File: src/sv/assert_macros.svh
// ----------------------------------------------------------------------------
// assert_macros.svh
// Shared concurrent assertion macros, clocked on a rising edge and disabled
// while the active-low reset is asserted.
// ----------------------------------------------------------------------------
`ifndef ASSERT_MACROS_SVH
`define ASSERT_MACROS_SVH

// prop must hold at every clock edge outside reset
`define ASSERT_ON(lbl, clk, rst_n, prop, msg) \
    lbl: assert property (@(posedge clk) disable iff (!rst_n) (prop)) else $error(msg);

// expr must never be true at a clock edge outside reset
`define ASSERT_NEVER(lbl, clk, rst_n, expr, msg) \
    lbl: assert property (@(posedge clk) disable iff (!rst_n) !(expr)) else $error(msg);

`endif

File: src/sv/glc_ram.sv
// ----------------------------------------------------------------------------
// glc_ram
// Generic single-write, single-read RAM with registered read data.
// ----------------------------------------------------------------------------
module glc_ram #(
    parameter int WIDTH = 8,
    parameter int DEPTH = 32,
    localparam int AW = (DEPTH > 1) ? $clog2(DEPTH) : 1
) (
    input  logic             clk,
    input  logic             we,
    input  logic [AW-1:0]    waddr,
    input  logic [WIDTH-1:0] wdata,
    input  logic [AW-1:0]    raddr,
    output logic [WIDTH-1:0] rdata
);

    logic [WIDTH-1:0] mem [DEPTH];

    always_ff @(posedge clk)
    begin
        if (we)
        begin
            mem[waddr] <= wdata;
        end
        rdata <= mem[raddr];
    end

endmodule

File: config.mk
export PLATFORM = sky130hd
export DESIGN_NAME = glc_ram
export DESIGN_NICKNAME = d
export VERILOG_FILES = /design/src/sv/assert_macros.svh /design/src/sv/glc_ram.sv
export SDC_FILE = /design/constraint.sdc
export NUM_CORES = 1
export LEC_CHECK = 0
export ABC_AREA = 0
export ABC_CLOCK_PERIOD_IN_PS = 6680
export BUFFER_PORTS_ARGS = -buffer_cell sky130_fd_sc_hd__buf_4
export CORE_UTILIZATION = 50
export CTS_CLUSTER_SIZE = 30
export DETAILED_ROUTE_END_ITERATION = 16
export PLACE_DENSITY = 0.72
export SLEW_MARGIN = 10
export SYNTH_ARGS = -nofsm -noshare
export SYNTH_HDL_FRONTEND = slang
export SYNTH_SLANG_ARGS = --single-unit
File: constraint.sdc
create_clock -name clk -period 6.68 [get_ports clk]
set_input_delay 1.002 -clock clk [delete_from_list [all_inputs] [get_ports clk]]
set_output_delay 1.002 -clock clk [all_outputs]
set_load 0.05 [all_outputs]
=== Word-level counts from Yosys, hierarchy flattened ===
Memory sizes are Yosys's and may differ from the RTL's. A register that Yosys moved wholly into a read port is not among the register bits.
Cells that the tools add are included.

* Memories: 1
* Output and inout bits: 8
* Bits in writable memories: 256
* Register bits after elaboration: 0
* Word-level logic and storage cells: 3

* Multiplexer cells: 2

{| class="wikitable"
|+ Memory list
! name !! depth !! bits a word !! read ports !! clocked after memory_dff !! write ports !! RTL line !! RTL
|-
| mem || 32 || 8 || 1 || 1 || 1 || glc_ram.sv:18 || <nowiki>logic [WIDTH-1:0] mem [DEPTH];</nowiki>
|}

{| class="wikitable"
|+ Operator list
! cell !! count
|-
| $mux W1 || 2
|}

=== Depth between registers and ports, before layout ===
Gate-level depths: netlist of run 1.

* Depth in word-level cells: 2
* Mapped depth: 5

=== Least setup slack after synthesis of run 1 ===
Ideal clock, no wire load.

* Path type: in2reg
* From: input port raddr[2]
* To: register rdata[0], read port of mem
* Slack: 3.876 ns
* Arrival time: 2.684 ns
* Stages on the path: 5
* Required time: 6.559 ns
* Library setup time: 0.121 ns
* Cells stage by stage: clkbuf_1 > clkbuf_1 > mux4_2 > mux4_2 > mux2_2

{| class="wikitable"
|+ RTL lines
! what !! RTL line !! RTL
|-
| start: declaration || glc_ram.sv:14 || <nowiki>input logic [AW-1:0] raddr,</nowiki>
|-
| end: declaration || glc_ram.sv:15 || <nowiki>output logic [WIDTH-1:0] rdata</nowiki>
|}

==> results.sh, run 1 <==
export IMPL_status="finished, final reports clean"
export IMPL_cp_data_arrival_time_ps=3630
export IMPL_row_count=51
export IMPL_drt_first_pass_iters=5
export IMPL_initial_core_util_pct=51.3
export IMPL_fin_crit_sh_pct=48.3
export IMPL_stdcell_count=736
export IMPL_cts_tree="done"
export IMPL_worstHoldPathCells=2
export IMPL_routed_wl_mm=19.5
export IMPL_setup_ws_ps=3450
export IMPL_fmax_ghz=0.310
export IMPL_io_pins=28
export IMPL_end_kind="flip-flop"
export IMPL_path_delay_family="multiplexers"
export IMPL_tns_ps=0
export IMPL_cp_max_fo=36
export IMPL_core_um2=19600
export IMPL_synthToLayoutAreaGrowth_pct=12.0
export IMPL_setup_violations=0
export IMPL_r2r_slack_ps=4870
export IMPL_ant_nets=0
export IMPL_ctsHoldBuffers=0
export IMPL_powerDensity_nw_per_um2=298
export IMPL_final_setup_skew_ps=6.35
export IMPL_synth_seq_cells=264
export IMPL_worst_path_buf_inv=2
export IMPL_hold_end="rdata[5]"
export IMPL_clock_latency_ps=510
export IMPL_crit_type="primary input to flip-flop"
export IMPL_place_inst=690
export IMPL_regArea_um2=7850
export IMPL_syn_inst=417
export IMPL_syn_nets=437
export IMPL_cts_setup_buffers=0
export IMPL_die_x_um=144
export IMPL_peakVddDrop_mv=0.158
export IMPL_dp_slack_ps=2840
export IMPL_r2r_cells=3
export IMPL_reg2reg_to="rdata[3]"
export IMPL_drt_iter0_drc=490
export IMPL_cts_resized=0
export IMPL_slew_violations=0
export IMPL_num_vias=4357
export IMPL_yosysUniqueCellTypes=15
export IMPL_ys_seq_area_share_pct=78.1
export IMPL_rsz0062_at_grt="no"
export IMPL_tightest_slew_ps=1020
export IMPL_cts_path_max_buffers=3
export IMPL_multi_input_area_um2=2100
export IMPL_worstPathCellList="buf_4 -> buf_4 -> mux4_2 -> mux4_2 -> mux2_2"
export IMPL_layout_min_cycle_time_ps=3230
export IMPL_htree_levels=1
export IMPL_port_buffers=27
export IMPL_remaining_drc_errors=0
export IMPL_grt_pass1_wl_mm=29.5
export IMPL_vias_per_cell=5.92
export IMPL_grt_pass1_vias=4526
export IMPL_min_delay_start="raddr[3]"
export IMPL_drv_cap=0
export IMPL_yosysWarnings=0
export IMPL_hpwl_mm=11.6
export IMPL_numCtsBuffers=25
export IMPL_path_clk_slew_ps=60
export IMPL_slowest_delay_ps=620
export IMPL_r2r_start="mem[31][3]"
export IMPL_cts_root_buffer="clkbuf_16"
export IMPL_start_kind="primary input"
export IMPL_power_leakage_uw=0.00347
export IMPL_num_fill_cells=1405
export IMPL_relSlewSlack_pct=31.9
export IMPL_antenna_cells=0
export IMPL_power_total_uw=3350
export IMPL_grt_ovfl_total=0
export IMPL_avgRoutedWirePerCell_um=26.5
export IMPL_cp_required_ps=7080
export IMPL_netlist_area_um2=10100
export IMPL_hold_class="primary input to flip-flop"
export IMPL_critPathSlowestCell="buf_4"
export IMPL_finalHoldViolCount=0
export IMPL_cts_sinks=264
export IMPL_antenna_found_initial=0
export IMPL_grt_max_degree=65
export IMPL_drive_above_1_share_pct=33.3
export IMPL_die_h_um=144
export IMPL_dieArea_um2=20700
export IMPL_layout_nets=472
export IMPL_routabilityCongestion=0.750
export IMPL_postSynthAreaPerCell_um2=24.1
export IMPL_grt_usage_pct=20.4
==> flip-flops by register name, summed over array words and instances (netlist names) <==
name and flops:
mem 256, rdata 8
==> kinds of logic (layout without fill, tap and decap cells) <==
logic type,count (synthesis),count (layout),share of synthesized area [%]
mux,88,88,18.8
flops,264,264,78.1
simple gates,45,45,2.07
buf+inv,20,74,1.06
==> layer usage <==
layer	track usage (%)	vias up	wire [um]
met5	0	-	0
met4	4.87	0	272
met1	30.7	2313	8420
li1	-	1845	-
met3	3.37	24	1360
met2	31.5	175	9420
==> power breakdown <==
group          switching [uW]  internal, uW  total (uW)
combinational             116          79.1         195
sequential               9.12          1840        1850
clock                     577           731        1310
==> per-stage QoR <==
stage	utilization, %	hold WS [ps]	cell area, um^2
2_1_floorplan	-	865	10100
3_3_place_gp	53.5	885	10500
3_5_place_dp	53.5	889	10500
4_1_cts	57.5	848	11300
5_1_grt	57.5	854	11300
6_report	57.5	862	11300
==> cells in the mapped netlist (all sizes together) <==
cell,n,area [um^2]
mux2,8,90.1
edfxtp,256,7690
nand3b,5,37.5
buf,14,83.8
nand2,1,3.75
nand3,2,10.0
or3,1,6.26
or3b,3,26.3
mux4,80,1800
nor2,33,124
clkbuf,6,22.5
dfxtp,8,160
==> how the worst max path moves through the flow <==
stage,from,endpoint,slack (ps),cells past startpoint
2_1_floorplan,raddr[2],rdata[0],3880,5
3_3_place_gp,raddr[0],rdata[0],2860,5
3_5_place_dp,raddr[0],rdata[0],2840,5
4_1_cts,raddr[0],rdata[0],3390,5
5_1_grt,raddr[0],rdata[0],3290,5
6_report,raddr[0],rdata[0],3450,5
==> placed cells by master (no fill, tap or decap) <==
cell	count
or3_1	1
buf_4	28
clkbuf_8	4
mux2_2	8
nand3_1	2
clkinv_1	6
or3b_2	3
dfxtp_1	8
nor2_1	33
clkinvlp_4	4
clkbuf_16	25
clkinv_2	4
clkbuf_1	2
nand3b_1	5
inv_6	1
mux4_2	80
nand2_1	1
edfxtp_1	256
==> area by class of cell <==
type | instances | area share, %
Tap cell | 265 | 2.95
Multi-Input combinational cell | 133 | 18.6
Timing Repair Buffer | 28 | 1.87
Clock inverter | 15 | 0.722
Sequential cell | 264 | 69.7
Clock buffer | 31 | 6.11
Note: power is estimated with default switching activity, not from simulation.
==> run 2, diff against run 1 <==
- ABC_CLOCK_PERIOD_IN_PS: 6680 -> 2900
- PLACE_DENSITY: 0.72 -> 0.75
- clock period: 6.68 -> 2.9 ns (I/O delays scaled with it)
==> run 2 against run 1 <==
Combinational power up 140%. Sequential power increased by 130%. Setup slack worse by 2600 ps. Clock skew increased by 7.4 ps. Clock power increased to 2.7 times the previous value. Cell area rose by 2.5%. Utilization rose by 1.5 points. Cell count increased by 2.4%. Clock-buffer cell count stayed put. Sequential share of layout area down 1.7 points. Critical path type unchanged. Largest cell class unchanged.
==> results.sh, run 2 (synthesis results as in run 1) <==
export IMPL_cts_resized=0
export IMPL_numCtsBuffers=26
export IMPL_die_x_um=144
export IMPL_reg2reg_to="rdata[4]"
export IMPL_num_vias=4567
export IMPL_final_cell_mix="edfxtp_1 (256), mux4_2 (80), buf_4 (41), nor2_1 (33), clkbuf_16 (27)"
export IMPL_grt_ovfl_total=0
export IMPL_fin_crit_sh_pct=69.6
export IMPL_cp_max_fo=28
export IMPL_grt_pass1_wl_mm=30.6
export IMPL_drt_iter0_drc=495
export IMPL_cts_root_buffer="clkbuf_16"
export IMPL_vias_per_cell=6.06
export IMPL_final_setup_skew_ps=13.8
export IMPL_min_delay_start="raddr[3]"
export IMPL_routabilityCongestion=0.738
export IMPL_power_leakage_uw=0.00364
export IMPL_hold_slack_ps=305
export IMPL_tightest_slew_ps=1000
export IMPL_antenna_found_initial=0
export IMPL_initial_core_util_pct=51.3
export IMPL_grt_usage_pct=21.2
export IMPL_cts_path_max_buffers=3
export IMPL_remaining_drc_errors=0
export IMPL_reg_top3="mem x256, rdata x8"
export IMPL_clock_latency_ps=520
export IMPL_final_common_cell="edfxtp_1"
export IMPL_fmax_ghz=0.495
export IMPL_crit_type="primary input to flip-flop"
export IMPL_worstHoldPathCells=2
export IMPL_die_h_um=144
export IMPL_drt_first_pass_iters=5
export IMPL_hold_end="rdata[0]"
export IMPL_cp_required_ps=3310
export IMPL_ant_nets=0
export IMPL_core_um2=19600
export IMPL_end_kind="flip-flop"
export IMPL_slew_violations=0
export IMPL_cp_data_arrival_time_ps=2430
export IMPL_tns_ps=0
export IMPL_grt_max_degree=33
export IMPL_peakVddDrop_mv=0.390
export IMPL_path_clk_slew_ps=60
export IMPL_row_count=51
export IMPL_hold_class="primary input to flip-flop"
export IMPL_powerDensity_nw_per_um2=712
export IMPL_drv_cap=0
export IMPL_htree_levels=1
export IMPL_antenna_cells=0
export IMPL_r2r_slack_ps=1050
export IMPL_ctsHoldBuffers=0
export IMPL_routed_wl_mm=20.9
export IMPL_r2r_start="mem[24][4]"
export IMPL_grt_pass1_vias=4692
export IMPL_r2r_cells=3
export IMPL_drive_above_1_share_pct=35.8
export IMPL_finalHoldViolCount=0
export IMPL_port_buffers=27
export IMPL_cts_sinks=264
export IMPL_hpwl_mm=12.5
export IMPL_dp_slack_ps=340
export IMPL_layout_nets=489
export IMPL_cts_tree="done"
export IMPL_largest_reg_flops=256
export IMPL_relSlewSlack_pct=32.8
export IMPL_setup_ws_ps=881
export IMPL_status="finished, final reports clean"
export IMPL_layout_min_cycle_time_ps=2020
export IMPL_rsz0062_at_grt="no"
export IMPL_cts_setup_buffers=0
export IMPL_setup_violations=0
export IMPL_synthToLayoutAreaGrowth_pct=14.8
export IMPL_start_kind="primary input"
export IMPL_top_register="mem"
export IMPL_io_pins=28
export IMPL_dieArea_um2=20700
export IMPL_avgRoutedWirePerCell_um=27.7
run 2: worst max path at each step:
stage | startpoint | end | slack (ps)
floorplan | raddr[2] | rdata[0] | 660
global placement | raddr[0] | rdata[5] | 350
detailed placement | raddr[0] | rdata[5] | 340
CTS | raddr[0] | rdata[5] | 870
global route | raddr[0] | rdata[5] | 820
finish | raddr[0] | rdata[5] | 880
run 2: layout make-up:
cell class	instances	area, um^2
Clock buffer	31	691
Clock inverter	17	208
Fill cell	1317	8050
Multi-Input combinational cell	133	2100
Sequential cell	264	7850
Tap cell	265	332
Timing Repair Buffer	44	368
run 2: per-stage QoR:
step                      utilization (%)  power, uW  instances  instance area [um^2]
final                                58.9       8220        754                 11500
after CTS                            58.9       8270        754                 11500
after floorplan                         -       4620        417                 10100
after detailed placement             54.3       4810        706                 10600
after global placement               54.3       4800        706                 10600
after global routing                 58.9       8430        754                 11500
run 2: worst max-delay path, cell delays in order:
cell    delay, ps
buf_4         250
buf_12        280
mux4_2        600
mux4_2        540
mux2_2        290
run 2: power by group:
| group | leakage (uW) | switching (uW) | internal (uW) |
|---|---|---|---|
| Combinational | 0.000826 | 281 | 193 |
| Clock | 0.000442 | 1350 | 2140 |
| Sequential | 0.00237 | 20.8 | 4240 |
run 2: metal layers:
metal,vias up,part of all wire [%],track usage (%)
li1,1881,-,-
met1,2427,41,31.0
met2,230,49,33.3
met3,29,8.0,3.30
met4,0,2.1,6.77
met5,-,0,0
==> run 3, diff against run 2 <==
- ABC_CLOCK_PERIOD_IN_PS: 2900 -> 1700
- clock period: 2.9 -> 1.7 ns (I/O delays scaled with it)
==> run 3 against run 2 <==
The run now ends with setup timing left. Non-clock buffer count rose by 26. Die area did not move. Cell area rose by 1.1%. Sequential share of layout area fell by 0.71 points. Total power rose by 61%. Critical endpoint is now rdata[0]. Largest cell class unchanged.
==> results.sh, run 3 (synthesis results as in run 1) <==
export IMPL_die_x_um=144
export IMPL_powerDensity_nw_per_um2=1140
export IMPL_peakVddDrop_mv=0.624
export IMPL_grt_pass1_vias=4912
export IMPL_fin_crit_sh_pct=108
export IMPL_grt_max_degree=33
export IMPL_wl_met2_mm=10.7
export IMPL_cts_tree="done"
export IMPL_regArea_um2=7850
export IMPL_cts_root_buffer="clkbuf_16"
export IMPL_routed_wl_mm=21.8
export IMPL_cp_required_ps=2100
export IMPL_setup_violations=8
export IMPL_status="finished with violations"
export IMPL_route_met3_wl_mm=1.75
export IMPL_rsz0062_at_grt="yes"
export IMPL_slew_violations=0
export IMPL_cp_max_fo=1
export IMPL_drv_cap=0
export IMPL_cts_sinks=264
export IMPL_highest_layer="met4"
export IMPL_antenna_found_initial=0
export IMPL_top_register="mem"
export IMPL_tns_ps=-725
export IMPL_num_vias=4657
export IMPL_layout_nets=514
export IMPL_row_count=51
export IMPL_drt_iter0_drc=491
export IMPL_synthToLayoutAreaGrowth_pct=16.1
export IMPL_ant_nets=0
export IMPL_grt_pass1_wl_mm=32.4
export IMPL_power_total_uw=13300
export IMPL_grt_ovfl_total=0
export IMPL_setup_ws_ps=-135
export IMPL_crit_type="flip-flop to flip-flop"
export IMPL_hpwl_mm=13.2
export IMPL_remaining_drc_errors=0
export IMPL_dieArea_um2=20700
export IMPL_largest_reg_flops=256
export IMPL_reg_top3="mem x256, rdata x8"
export IMPL_routabilityCongestion=0.777
export IMPL_cts_setup_buffers=0
export IMPL_final_common_cell="edfxtp_1"
export IMPL_core_um2=19600
export IMPL_io_pins=28
export IMPL_violations="setup timing"
export IMPL_wirelength_met1_mm=8.84
export IMPL_cp_data_arrival_time_ps=2240
export IMPL_power_leakage_uw=0.00375
export IMPL_cts_path_max_buffers=3
export IMPL_final_setup_skew_ps=15.7
export IMPL_port_buffers=27
export IMPL_vias_per_cell=6.00
export IMPL_end_kind="flip-flop"
export IMPL_die_h_um=144
export IMPL_drive_above_1_share_pct=38.4
export IMPL_htree_levels=1
export IMPL_initial_core_util_pct=51.3
export IMPL_relSlewSlack_pct=68.6
export IMPL_grt_usage_pct=22.5
export IMPL_path_clk_slew_ps=70
export IMPL_drt_first_pass_iters=4
export IMPL_start_kind="flip-flop"
export IMPL_fmax_ghz=0.545
export IMPL_tightest_slew_ps=470
export IMPL_final_cell_mix="edfxtp_1 (256), mux4_2 (80), buf_4 (63), nor2_1 (33), clkbuf_16 (25)"
export IMPL_hold_class="primary input to flip-flop"
export IMPL_layout_min_cycle_time_ps=1840
export IMPL_finalHoldViolCount=0
export IMPL_numCtsBuffers=25
export IMPL_avgRoutedWirePerCell_um=28.1
export IMPL_multi_input_area_um2=2130
export IMPL_antenna_cells=0
export IMPL_clock_latency_ps=510
export IMPL_num_fill_cells=1347
## run 3: per-layer routing
layer  vias up  global-route usage, %
met2       232                   36.0
met3        36                   3.90
met1      2462                   32.1
met4         0                   6.72
li1       1927                      -
met5         -                      0
## run 3: worst paths after layout
path                   start        to  slack [ps]  depth (start not counted)
setup reg to reg  mem[22][0]  rdata[0]        -140                          3
hold reg to reg   mem[28][1]  rdata[1]         920                          3
setup / recovery  mem[22][0]  rdata[0]        -140                          3
hold / removal      raddr[3]  rdata[2]         150                          2
## run 3: timing repair
action | CTS | global route
gates resized for setup | 4 | 4
hold buffers | 0 | 0
endpoints found under the setup margin | 8 | 8
pin swaps | 0 | 0
## run 3: critical path: stages, from the launching register on
cell	delay, ps
edfxtp_1	420
mux4_2	540
mux4_2	500
mux2_4	280
## run 3: where the power goes
part	leakage, uW	switching (uW)	internal (uW)
combinational	0.00102	484	371
sequential	0.00237	37.7	7230
clock	0.000359	2290	2840
## run 3: stage by stage
stage                     std cells  area, um^2  util, %  hold slack, ps  setup WS, ps
after floorplan                 417       10200        -             354          -152
after global placement          732       10900     55.6             614          -452
after detailed placement        732       10900     55.6             627          -460
after CTS                       776       11700     59.5             122          -135
after global routing            776       11700     59.6             145          -144
final                           776       11700     59.6             147          -135
## run 3: cell type report
type	count	area share, %
tap	265	2.84
timing repair buffer	70	5.25
multi-input combinational	133	18.3
clock buffer	28	5.46
sequential	264	67.3
clock inverter	16	0.933
