<file path="src/sv/assert_macros.svh">
// ----------------------------------------------------------------------------
// assert_macros.svh
// Shared concurrent assertion macros, clocked on a rising edge and disabled
// while the active-low reset is asserted.
// ----------------------------------------------------------------------------
`ifndef ASSERT_MACROS_SVH
`define ASSERT_MACROS_SVH

// prop must hold at every clock edge outside reset
`define ASSERT_ON(lbl, clk, rst_n, prop, msg) \
    lbl: assert property (@(posedge clk) disable iff (!rst_n) (prop)) else $error(msg);

// expr must never be true at a clock edge outside reset
`define ASSERT_NEVER(lbl, clk, rst_n, expr, msg) \
    lbl: assert property (@(posedge clk) disable iff (!rst_n) !(expr)) else $error(msg);

`endif

</file>
<file path="src/sv/glc_pkg.sv">
// ----------------------------------------------------------------------------
// glc_pkg
// Types and constants shared by the glyph leg counter modules.
// ----------------------------------------------------------------------------
package glc_pkg;

    localparam int MAX_COLUMNS_DEF = 256;
    localparam int MAX_LEGS_DEF    = 32;

    localparam logic [8:0] WIDTH_RST  = 9'd8;
    localparam logic [7:0] HEIGHT_RST = 8'd8;
    localparam logic [5:0] STRIDE_RST = 6'd1;
    localparam logic [1:0] MODE_RST   = 2'd0;

    typedef enum logic [1:0] {
        CFG_WIDTH  = 2'd0,
        CFG_HEIGHT = 2'd1,
        CFG_STRIDE = 2'd2,
        CFG_MODE   = 2'd3
    } cfg_index_t;

    typedef enum logic [1:0] {
        MODE_WEAK   = 2'd0,
        MODE_AUTO   = 2'd1,
        MODE_STRONG = 2'd2
    } filter_mode_t;

    typedef enum logic [2:0] {
        F_LOAD,
        F_WRITE,
        F_P1_RD,
        F_P1_WR,
        F_WAIT,
        F_P2_FETCH,
        F_P2_BIT,
        F_P2_END
    } front_state_t;

    typedef enum logic [1:0] {
        B_IDLE,
        B_READ,
        B_EMIT
    } back_state_t;

    typedef struct packed {
        logic [7:0] leg_count;
        logic [8:0] first_leg_end;
        logic [8:0] second_leg_start;
        logic       none;
    } summary_t;

    typedef struct packed {
        logic [7:0] leg_count;
        logic       leg_valid;
        logic [4:0] leg_index;
        logic [8:0] leg_center;
        logic [8:0] leg_width;
        logic [8:0] first_leg_end;
        logic [8:0] second_leg_start;
        logic       last_result;
    } item_t;

endpackage

</file>
<file path="src/sv/glc_back.sv">
// ----------------------------------------------------------------------------
// glc_back
// Reads the stored legs of a finished glyph and queues one result beat per
// stored leg, or a single beat when there are none, in a two-entry output queue.
// ----------------------------------------------------------------------------
`include "assert_macros.svh"

module glc_back #(
    parameter int MAX_COLUMNS = glc_pkg::MAX_COLUMNS_DEF,
    parameter int MAX_LEGS    = glc_pkg::MAX_LEGS_DEF,
    localparam int CW = $clog2(MAX_COLUMNS + 1),
    localparam int LW = $clog2(MAX_LEGS)
) (
    input  logic                clk,
    input  logic                rst_n,
    input  logic                sum_valid,
    input  glc_pkg::summary_t   summary,
    input  logic [LW-1:0]       last_k,
    output logic                sum_done,
    output logic [LW-1:0]       leg_raddr,
    input  logic [2*CW-1:0]     leg_rdata,
    output logic                empty,
    input  logic                pop,
    output glc_pkg::item_t      item
);

    glc_pkg::back_state_t st_reg, st_next;
    logic [LW-1:0]  k_reg;
    logic [1:0]     cnt_reg;
    logic           wp_reg, rp_reg;
    glc_pkg::item_t q_reg [2];

    logic           push_en, pop_en, last_item;
    logic [CW-1:0]  l_start, l_end;
    logic [CW:0]    l_sum;
    glc_pkg::item_t new_item;

    assign l_start   = leg_rdata[2*CW-1:CW];
    assign l_end     = leg_rdata[CW-1:0];
    assign l_sum     = {1'b0, l_start} + {1'b0, l_end};
    assign last_item = summary.none || (k_reg == last_k);
    assign push_en   = (st_reg == glc_pkg::B_EMIT) && (cnt_reg != 2'd2);
    assign pop_en    = pop && (cnt_reg != 2'd0);
    assign sum_done  = push_en && last_item;
    assign leg_raddr = k_reg;

    always_comb
    begin
        new_item.leg_count        = summary.leg_count;
        new_item.leg_valid        = !summary.none;
        new_item.leg_index        = summary.none ? 5'd0 : 5'(k_reg);
        new_item.leg_center       = summary.none ? 9'd0 : 9'(l_sum >> 1);
        new_item.leg_width        = summary.none ? 9'd0 : 9'(l_end - l_start);
        new_item.first_leg_end    = summary.first_leg_end;
        new_item.second_leg_start = summary.second_leg_start;
        new_item.last_result      = last_item;
    end

    always_comb
    begin
        st_next = st_reg;
        case (st_reg)
            glc_pkg::B_IDLE:
            begin
                if (sum_valid)
                begin
                    st_next = glc_pkg::B_READ;
                end
            end
            glc_pkg::B_READ: st_next = glc_pkg::B_EMIT;
            glc_pkg::B_EMIT:
            begin
                if (push_en)
                begin
                    st_next = last_item ? glc_pkg::B_IDLE : glc_pkg::B_READ;
                end
            end
            default: st_next = glc_pkg::B_IDLE;
        endcase
    end

    always_ff @(posedge clk or negedge rst_n)
    begin
        if (!rst_n)
        begin
            st_reg  <= glc_pkg::B_IDLE;
            k_reg   <= '0;
            cnt_reg <= '0;
            wp_reg  <= 1'b0;
            rp_reg  <= 1'b0;
        end
        else
        begin
            st_reg <= st_next;
            if (st_reg == glc_pkg::B_IDLE)
            begin
                k_reg <= '0;
            end
            else if (push_en)
            begin
                k_reg <= k_reg + LW'(1);
            end
            if (push_en)
            begin
                wp_reg <= !wp_reg;
            end
            if (pop_en)
            begin
                rp_reg <= !rp_reg;
            end
            cnt_reg <= cnt_reg + 2'(push_en) - 2'(pop_en);
        end
    end

    always_ff @(posedge clk)
    begin
        if (push_en)
        begin
            q_reg[wp_reg] <= new_item;
        end
    end

    assign empty = (cnt_reg == 2'd0);
    assign item  = q_reg[rp_reg];

    `ASSERT_ON(a_busy_needs_summary, clk, rst_n, (st_reg != glc_pkg::B_IDLE) |-> sum_valid,
        "back end running without a held summary")

endmodule

</file>
<file path="config.mk">
export PLATFORM = sky130hd
export DESIGN_NAME = glc_back
export DESIGN_NICKNAME = d
export VERILOG_FILES = /design/src/sv/glc_pkg.sv /design/src/sv/glc_back.sv
export VERILOG_INCLUDE_DIRS = /design/src /design/src/sv
export SDC_FILE = /design/constraint.sdc
export NUM_CORES = 1
export LEC_CHECK = 0
export BUFFER_PORTS_ARGS = -buffer_cell sky130_fd_sc_hd__buf_2
export CAP_MARGIN = 20
export CORE_ASPECT_RATIO = 0.75
export CORE_UTILIZATION = 32
export DETAILED_ROUTE_END_ITERATION = 10
export MAX_ROUTING_LAYER = met4
export PLACE_DENSITY_LB_ADDON = 0.12
export SKIP_CTS_REPAIR_TIMING = 1
export SLEW_MARGIN = 20
export SYNTH_ARGS = -nofsm -noshare
export SYNTH_HDL_FRONTEND = slang
export SYNTH_SLANG_ARGS = --single-unit
</file>
<file path="constraint.sdc">
create_clock -name clk -period 3.65 [get_ports clk]
set_input_delay 0.365 -clock clk [delete_from_list [all_inputs] [get_ports clk]]
set_output_delay 0.365 -clock clk [all_outputs]
set_load 0.02 [all_outputs]
</file>
[Word-level counts from Yosys, hierarchy flattened]
Memory sizes are Yosys's and may differ from the RTL's.
Index checks and enable logic that the tools add are counted.
Widths: inputs -> output; s select.
Word-level totals
  register bits after elaboration: 11
  bits in latches: 0
  memory bits (writable): 102
  memory bits (read-only): 0
  input bits: 54
  output and inout port bits: 58
  memories kept: 1
Cells by class
  add/subtract/negate cells: 5
  multipliers: 0
  divide/modulo/power cells: 0
  $lt $le $gt $ge: 0
  equality and inequality tests: 6
  shifts and indexed selects: 0
  mux-type cells: 11
  bitwise operators: 0
  reduce and logical (&&, ||, !) cells: 12
Memory list
  q_reg: depth 2, width 51, read ports 1, clocked after Yosys merged registers in 0, wr ports 1, RTL line glc_back.sv:31  | glc_pkg::item_t q_reg [2];
Operators with widths (count)
  $mux 9: 2
  $mux 5: 3
  $add 9x9->10: 1
  $sub 9x9->9: 1
  $ne 2x2->1 const B: 3
  $pmux 2 s3: 1
  $add 5x1->5 const B: 1
  $eq 5x5->1: 1
  $logic_not 2->1: 2
  $mux 2: 2
  $reduce_bool 2->1: 2
  $logic_and 1x1->1: 3
  $logic_not 1->1: 3
  $mux 1: 3
  $add 2x1->2: 1
  $eq 2x1->1 const B: 1
  $eq 2x2->1 const B: 1
  $reduce_and 2->1: 1
  $sub 2x1->2: 1
  $logic_or 1x1->1: 1

[Longest topological paths before layout]
Gate-level depths: netlist of run 1.
  depth after elaboration: 5
  depth in mapped cells: 9

[Worst setup path after synthesis of run 1]
No wires, ideal clock.
  kind: reg2reg
  start point: reg cnt_reg[1]
  end point: mem q_reg[0][0] (netlist name), enable pin
  library setup time: 0.460 ns
  arrival: 2.976 ns
  setup slack: 0.214 ns
  cell stages (with the launch flop): 5
  path buffers: 1
  clock period less this slack: 3.436 ns
  path through: dfrtp_1 > nand2b_1 > nand3b_1 > buf_2 > nor2_1
Between the ends
  cells in the longest elaborated chain, start to end: 4
RTL lines
  from (decl): RTL line glc_back.sv:29  | logic [1:0] cnt_reg;
  from (signal assigned): RTL line glc_back.sv:111  | cnt_reg <= cnt_reg + 2'(push_en) - 2'(pop_en);
  $ne 2x2->1: RTL line glc_back.sv:42  | assign push_en = (st_reg == glc_pkg::B_EMIT) && (cnt_reg != 2'd2);
  $logic_and 1x1->1: RTL line glc_back.sv:42
  $mux 1: RTL line glc_back.sv:117  | if (push_en)
  $mux 1 (not written as such): RTL line glc_back.sv:119  | q_reg[wp_reg] <= new_item;
  to (decl): RTL line glc_back.sv:31
Every way passes these cells.

==> run_results.csv, run 1 <==
group,metric,value,unit
routing,drt-initial-drc-count,157,
synth,syn_avg_cell_area,15.14,um^2
synth,synth_top_family_by_area,"multiplexers",
floorplanning,row_count,39,
grt,grt_first_pass_wirelength,16190,um
clocking,numCtsBuffers,17,
grt,met1_usage,18.41,%
synth,synth_fa_ha_area_share,5.672,%
setup_path,r2r_cells,4,
grt,antenna_found_initial,0,
synth,synthFlopType,"edfxtp_1",
grt,grt_pass1_vias,2985,
floorplanning,dieWidth,148.0,um
setup_path,arrival,2.14,ns
clocking,ctsLongestPathBuffers,2,
setup_path,end_kind,"primary output",
clocking,clkTransAtPathRegs,0.05,ns
routing,dr.pass1.iters,5,
clocking,htreeDepth,4,
setup_path,worstPathRequired,3.28,ns
placement,post-place-ws,1.215,ns
sta,fin_worst_skew,0.009960,ns
hold_path,hp-class,"primary input to register",
synth,synth-xor-area-share,3.252,%
placement,io_buffers,111,
sta,slew_violations,0,
floorplanning,die_h,111.5,um
pwr,p_per_area,752.6,nW/um^2
routing,num_vias,3009,
cells_and_area,nNetsFinal,537,
synth,ys_seq_area_share,65.23,%
floorplanning,io_pins,112,
synth,syn_inst,338,
grt,grt_use_met2,18.78,%
routing,wl,10090,um
setup_path,critPathMaxFanout,30,
synth,netlist_area,5117,um^2
sta,worstMarginPinSlew,0.7331,ns
hold_path,holdPathStages,1,
synth,synth.area.top_cells,"edfxtp_1 60%, mux2_2 12%, dfrtp_1 5.4%",
clocking,cts_root_buf,"clkbuf_16",
setup_path,critPathLaunchType,"register",
synth,synth.distinct_cells,40,
synth,synth_edf_count,102,
job,cap_viol_max_count,0,
placement,dp_cells,646,
sta,setup_tns,0,ns
synth,synth-simple-area-share,5.526,%
synth,synth_common_cells,"102 x edfxtp_1, 53 x mux2_2, 26 x nor2_1, 22 x inv_1, 20 x ha_1",
sta,post-route-period-util,68.52,%
grt,gr-usage-all-layers,13.39,%
floorplanning,core_area,15420,um^2
grt,busiest_layer,"met2",
synth,synth_top_area_cell,"edfxtp_1",
grt,grt-ovfl-total,0,
routing,antenna_left,0,
synth,async_reset_ff_share,9.735,%
synth,synth_warnings,0,
cells_and_area,drive_above_1_share,44.30,%
grt,grt_use_met3,3.730,%
grt,grt_max_degree,52,
clocking,cts.sinks,113,
synth,yosysMostFrequentCell,"edfxtp_1",
clocking,clk_latency,0.40,ns
routing,wire_per_inst,14.86,um
sta,grt_setup_unrepaired,"false",
cells_and_area,diodes,0,
setup_path,critical_path_class,"register to primary output",
routing,via_per_inst,4.432,
synth,synth_compound_area_share,4.597,%
sta,slew_headroom,51.13,%
cells_and_area,area_growth,27.26,%
placement,dp_hpwl,6838,um
synth,synth_mux_area_share,12.64,%
placement,place_congestion,0.7741,
synth,ys_ff_latch,113,
sta,finalSetupViolCount,0,
pwr,p_leak,2.557,nW
cells_and_area,layout.cells.non_filler,679,
floorplanning,dieArea,16510,um^2
pwr,ir_worst_vdd,0.0002820,V
sta,fin_ws,1.149,ns
sta,finalHoldViolCount,0,
outcome,status,"completed",
clocking,tritoncts,"built",
floorplanning,start_util,33.19,%
cells_and_area,largest_register_ffs,102,
sta,fin_crit,2.501,ns
routing,drc,0,
sta,timing.fmax,399.9,MHz
synth,syn_nets,414,
synth,synth_top_area_share,59.85,%
power breakdown:
part           switching (W)  internal, W  leakage [nW]
clock network       0.000571      0.00102         0.269
logic               0.000854     0.000601          1.21
registers           0.000146      0.00171          1.08
area by class of cell:
| class | count | area (um^2) |
|---|---|---|
| tap | 205 | 256.5 |
| clock buffer | 19 | 442.9 |
| sequential | 113 | 3339 |
| clock inverter | 13 | 137.6 |
| multi-input combinational | 190 | 1637 |
| timing repair buffer | 116 | 608.1 |
| fill | 1458 | 8907 |
| inverter | 23 | 91.34 |
cell usage in the layout (no fill, tap or decap), types with 3 or more instances in the layout:
cell and n:
nor2_1 24, o21ai_0 11, nor2b_1 9, buf_2 111
ha_1 20, clkinvlp_4 5, mux2_2 53, xor2_1 7
nand2_1 4, nand3_1 6, o21bai_1 3, inv_6 3
inv_1 22, nand2b_1 4, edfxtp_1 102, dfrtp_1 10
xnor2_1 12, nor3_1 3, clkbuf_16 17, buf_4 3
a21oi_1 6
per-stage QoR:
stage	util (%)	total power [W]	cell area (um^2)	hold slack [ns]
floorplan	-	0.002877	5117	0.06941
global placement	38.40	0.003367	5922	0.2575
detailed placement	38.40	0.003375	5922	0.2575
CTS	42.17	0.004997	6502	-0.1768
global route	42.23	0.005165	6513	0.1304
finish	42.23	0.004901	6513	0.1496
logic make-up after synthesis:
logic type / after synthesis
muxes: 57
buffers and inverters: 35
xor gates and xnor gates: 19
adders and majority gates: 22
DFF: 113
AOI/OAI and AO/OA: 34
and+or+nand+nor: 58
critical path, stage by stage, from the launching register on:
cell and delay, ns:
dfrtp_2 0.84, buf_4 0.35, mux2_2 0.38, buf_2 0.16
worst paths after layout:
path | from | slack [ns] | to
setup / recovery | rp_reg | 1.15 | item[25]
hold / removal | summary[18] | 0.15 | q_reg[0][18]
setup reg to reg | cnt_reg[1] | 1.43 | q_reg[1][13]
hold reg to reg | cnt_reg[0] | 0.55 | cnt_reg[0]
max in group asynchronous | rst_n | 3.03 | rp_reg
min in group asynchronous | rst_n | 0.38 | leg_raddr[3]
routing by layer:
layer,vias up,wire [um]
met5,-,0
met4,0,115
met3,12,534
met2,87,4293
met1,1431,5148
li1,1479,-
Note: power is estimated with default switching activity, not from simulation.
==> run 2: changes to the inputs <==
==> constraint.sdc (replaced) <==
create_clock -name clk -period 2.25 [get_ports clk]
set_input_delay 0.225 -clock clk [delete_from_list [all_inputs] [get_ports clk]]
set_output_delay 0.225 -clock clk [all_outputs]
set_load 0.02 [all_outputs]
==> run_results.csv, run 2 (synthesized netlist as in run 1, its figures left out) <==
group,metric,value,unit
placement,postPlaceCellArea,5992,um^2
grt,grt-ovfl-total,0,
clocking,cts.sinks,113,
cells_and_area,largest_register_ffs,102,
floorplanning,dieArea,16510,um^2
floorplanning,dieWidth,148.0,um
clocking,clk_latency,0.41,ns
routing,dr.pass1.iters,4,
floorplanning,io_pins,112,
cells_and_area,area_growth,32.00,%
grt,grt_max_degree,33,
setup_path,arrival,1.79,ns
placement,dp_hpwl,7057,um
job,cap_viol_max_count,0,
clocking,ctsLongestPathBuffers,2,
clocking,tritoncts,"built",
routing,drc,0,
cells_and_area,nNetsFinal,558,
setup_path,path_cells,"nand2b_1, nand3b_1, buf_4, nor2_1, buf_2",
sta,finalSetupViolCount,0,
routing,via_per_inst,4.451,
floorplanning,core_area,15420,um^2
sta,fin_crit,2.012,ns
floorplanning,start_util,33.19,%
pwr,p_leak,2.675,nW
setup_path,critPathMaxFanout,11,
routing,wire_per_inst,14.80,um
setup_path,critPathLaunchType,"register",
cells_and_area,diodes,0,
clocking,htreeDepth,4,
clocking,clkTransAtPathRegs,0.05,ns
floorplanning,row_count,39,
setup_path,worstPathRequired,2.03,ns
sta,fin_worst_skew,0.008953,ns
sta,slew_headroom,72.80,%
grt,grt_first_pass_wirelength,16460,um
routing,antenna_left,0,
sta,timing.fmax,497.1,MHz
pwr,p_per_area,1211,nW/um^2
grt,gr-usage-all-layers,13.99,%
grt,grt_pass1_vias,3086,
placement,place_congestion,0.7467,
clocking,cts_root_buf,"clkbuf_16",
setup_path,slowest_stage,"dfrtp_1",
clocking,numCtsBuffers,17,
hold_path,hp-class,"primary input to register",
floorplanning,die_h,111.5,um
cells_and_area,layout_common_cells,"111 x buf_2, 102 x edfxtp_1, 53 x mux2_2",
sta,finalHoldViolCount,0,
cells_and_area,drive_above_1_share,43.03,%
cells_and_area,stdcell_area,6755,um^2
routing,num_vias,3116,
routing,drt-initial-drc-count,148,
placement,io_buffers,111,
sta,worstMarginPinSlew,0.4068,ns
sta,fin_hold_ws,0.01265,ns
sta,grt_setup_unrepaired,"false",
cells_and_area,layout_commonest_cell,"buf_2",
outcome,status,"completed",
setup_path,critical_path_class,"register to primary output",
sta,post-route-period-util,89.41,%
sta,slew_violations,0,
pwr,ir_worst_vdd,0.0004027,V
setup_path,critPathMaxStageDelay,0.40,ns
routing,wl,10360,um
setup_path,end_kind,"primary output",
grt,antenna_found_initial,0,
run 2: through the flow:
step	util [%]	TNS (ns)	power [W]	setup slack [ns]	std cells
finish	43.81	0	0.008180	0.2384	700
CTS	42.77	0	0.008311	0.1939	684
global route	43.81	0	0.008614	0.1330	700
detailed placement	38.86	0	0.005547	0.0007754	652
global placement	38.86	0	0.005517	0.04523	652
floorplan	-	-33.90	0.004660	-0.3323	338
run 2: critical path: cells and delay by family (launching register included):
kind	cells	cell delay, ns
DFF	1	0.40
buffers and inverters	2	0.46
and+or+nand+nor	3	0.51
run 2: path summary, 6_finish.rpt:
check | startpoint | endpoint | slack [ns] | cells after the start
worst max-delay path | cnt_reg[1] | sum_done | 0.24 | 5
worst min-delay path | summary[6] | q_reg[0][6] | 0.01 | 1
worst max register to register | cnt_reg[1] | cnt_reg[1] | 0.44 | 7
worst min register to register | cnt_reg[0] | cnt_reg[0] | 0.52 | 1
max in group asynchronous | rst_n | rp_reg | 1.78 | 2
min in group asynchronous | rst_n | cnt_reg[0] | 0.23 | 2
run 2: final cells by class:
cell class,instances,area (um^2)
Timing Repair Buffer,137,828.3
Fill cell,1419,8665
Multi-Input combinational cell,190,1637
Inverter,23,91.34
Sequential cell,113,3339
Tap cell,205,256.5
Clock buffer,21,440.4
Clock inverter,11,162.7
run 2: power breakdown:
part	internal (W)	switching (W)
Combinational	0.00105	0.00150
Clock	0.00184	0.000871
Sequential	0.00277	0.000141
run 2: routing by layer:
layer	up-vias	share of wire (%)	GRT usage, %
li1	1521	-	-
met1	1493	50	18.39
met2	94	44	19.50
met3	8	5.7	4.754
met4	0	1.0	5.979
met5	-	0	-
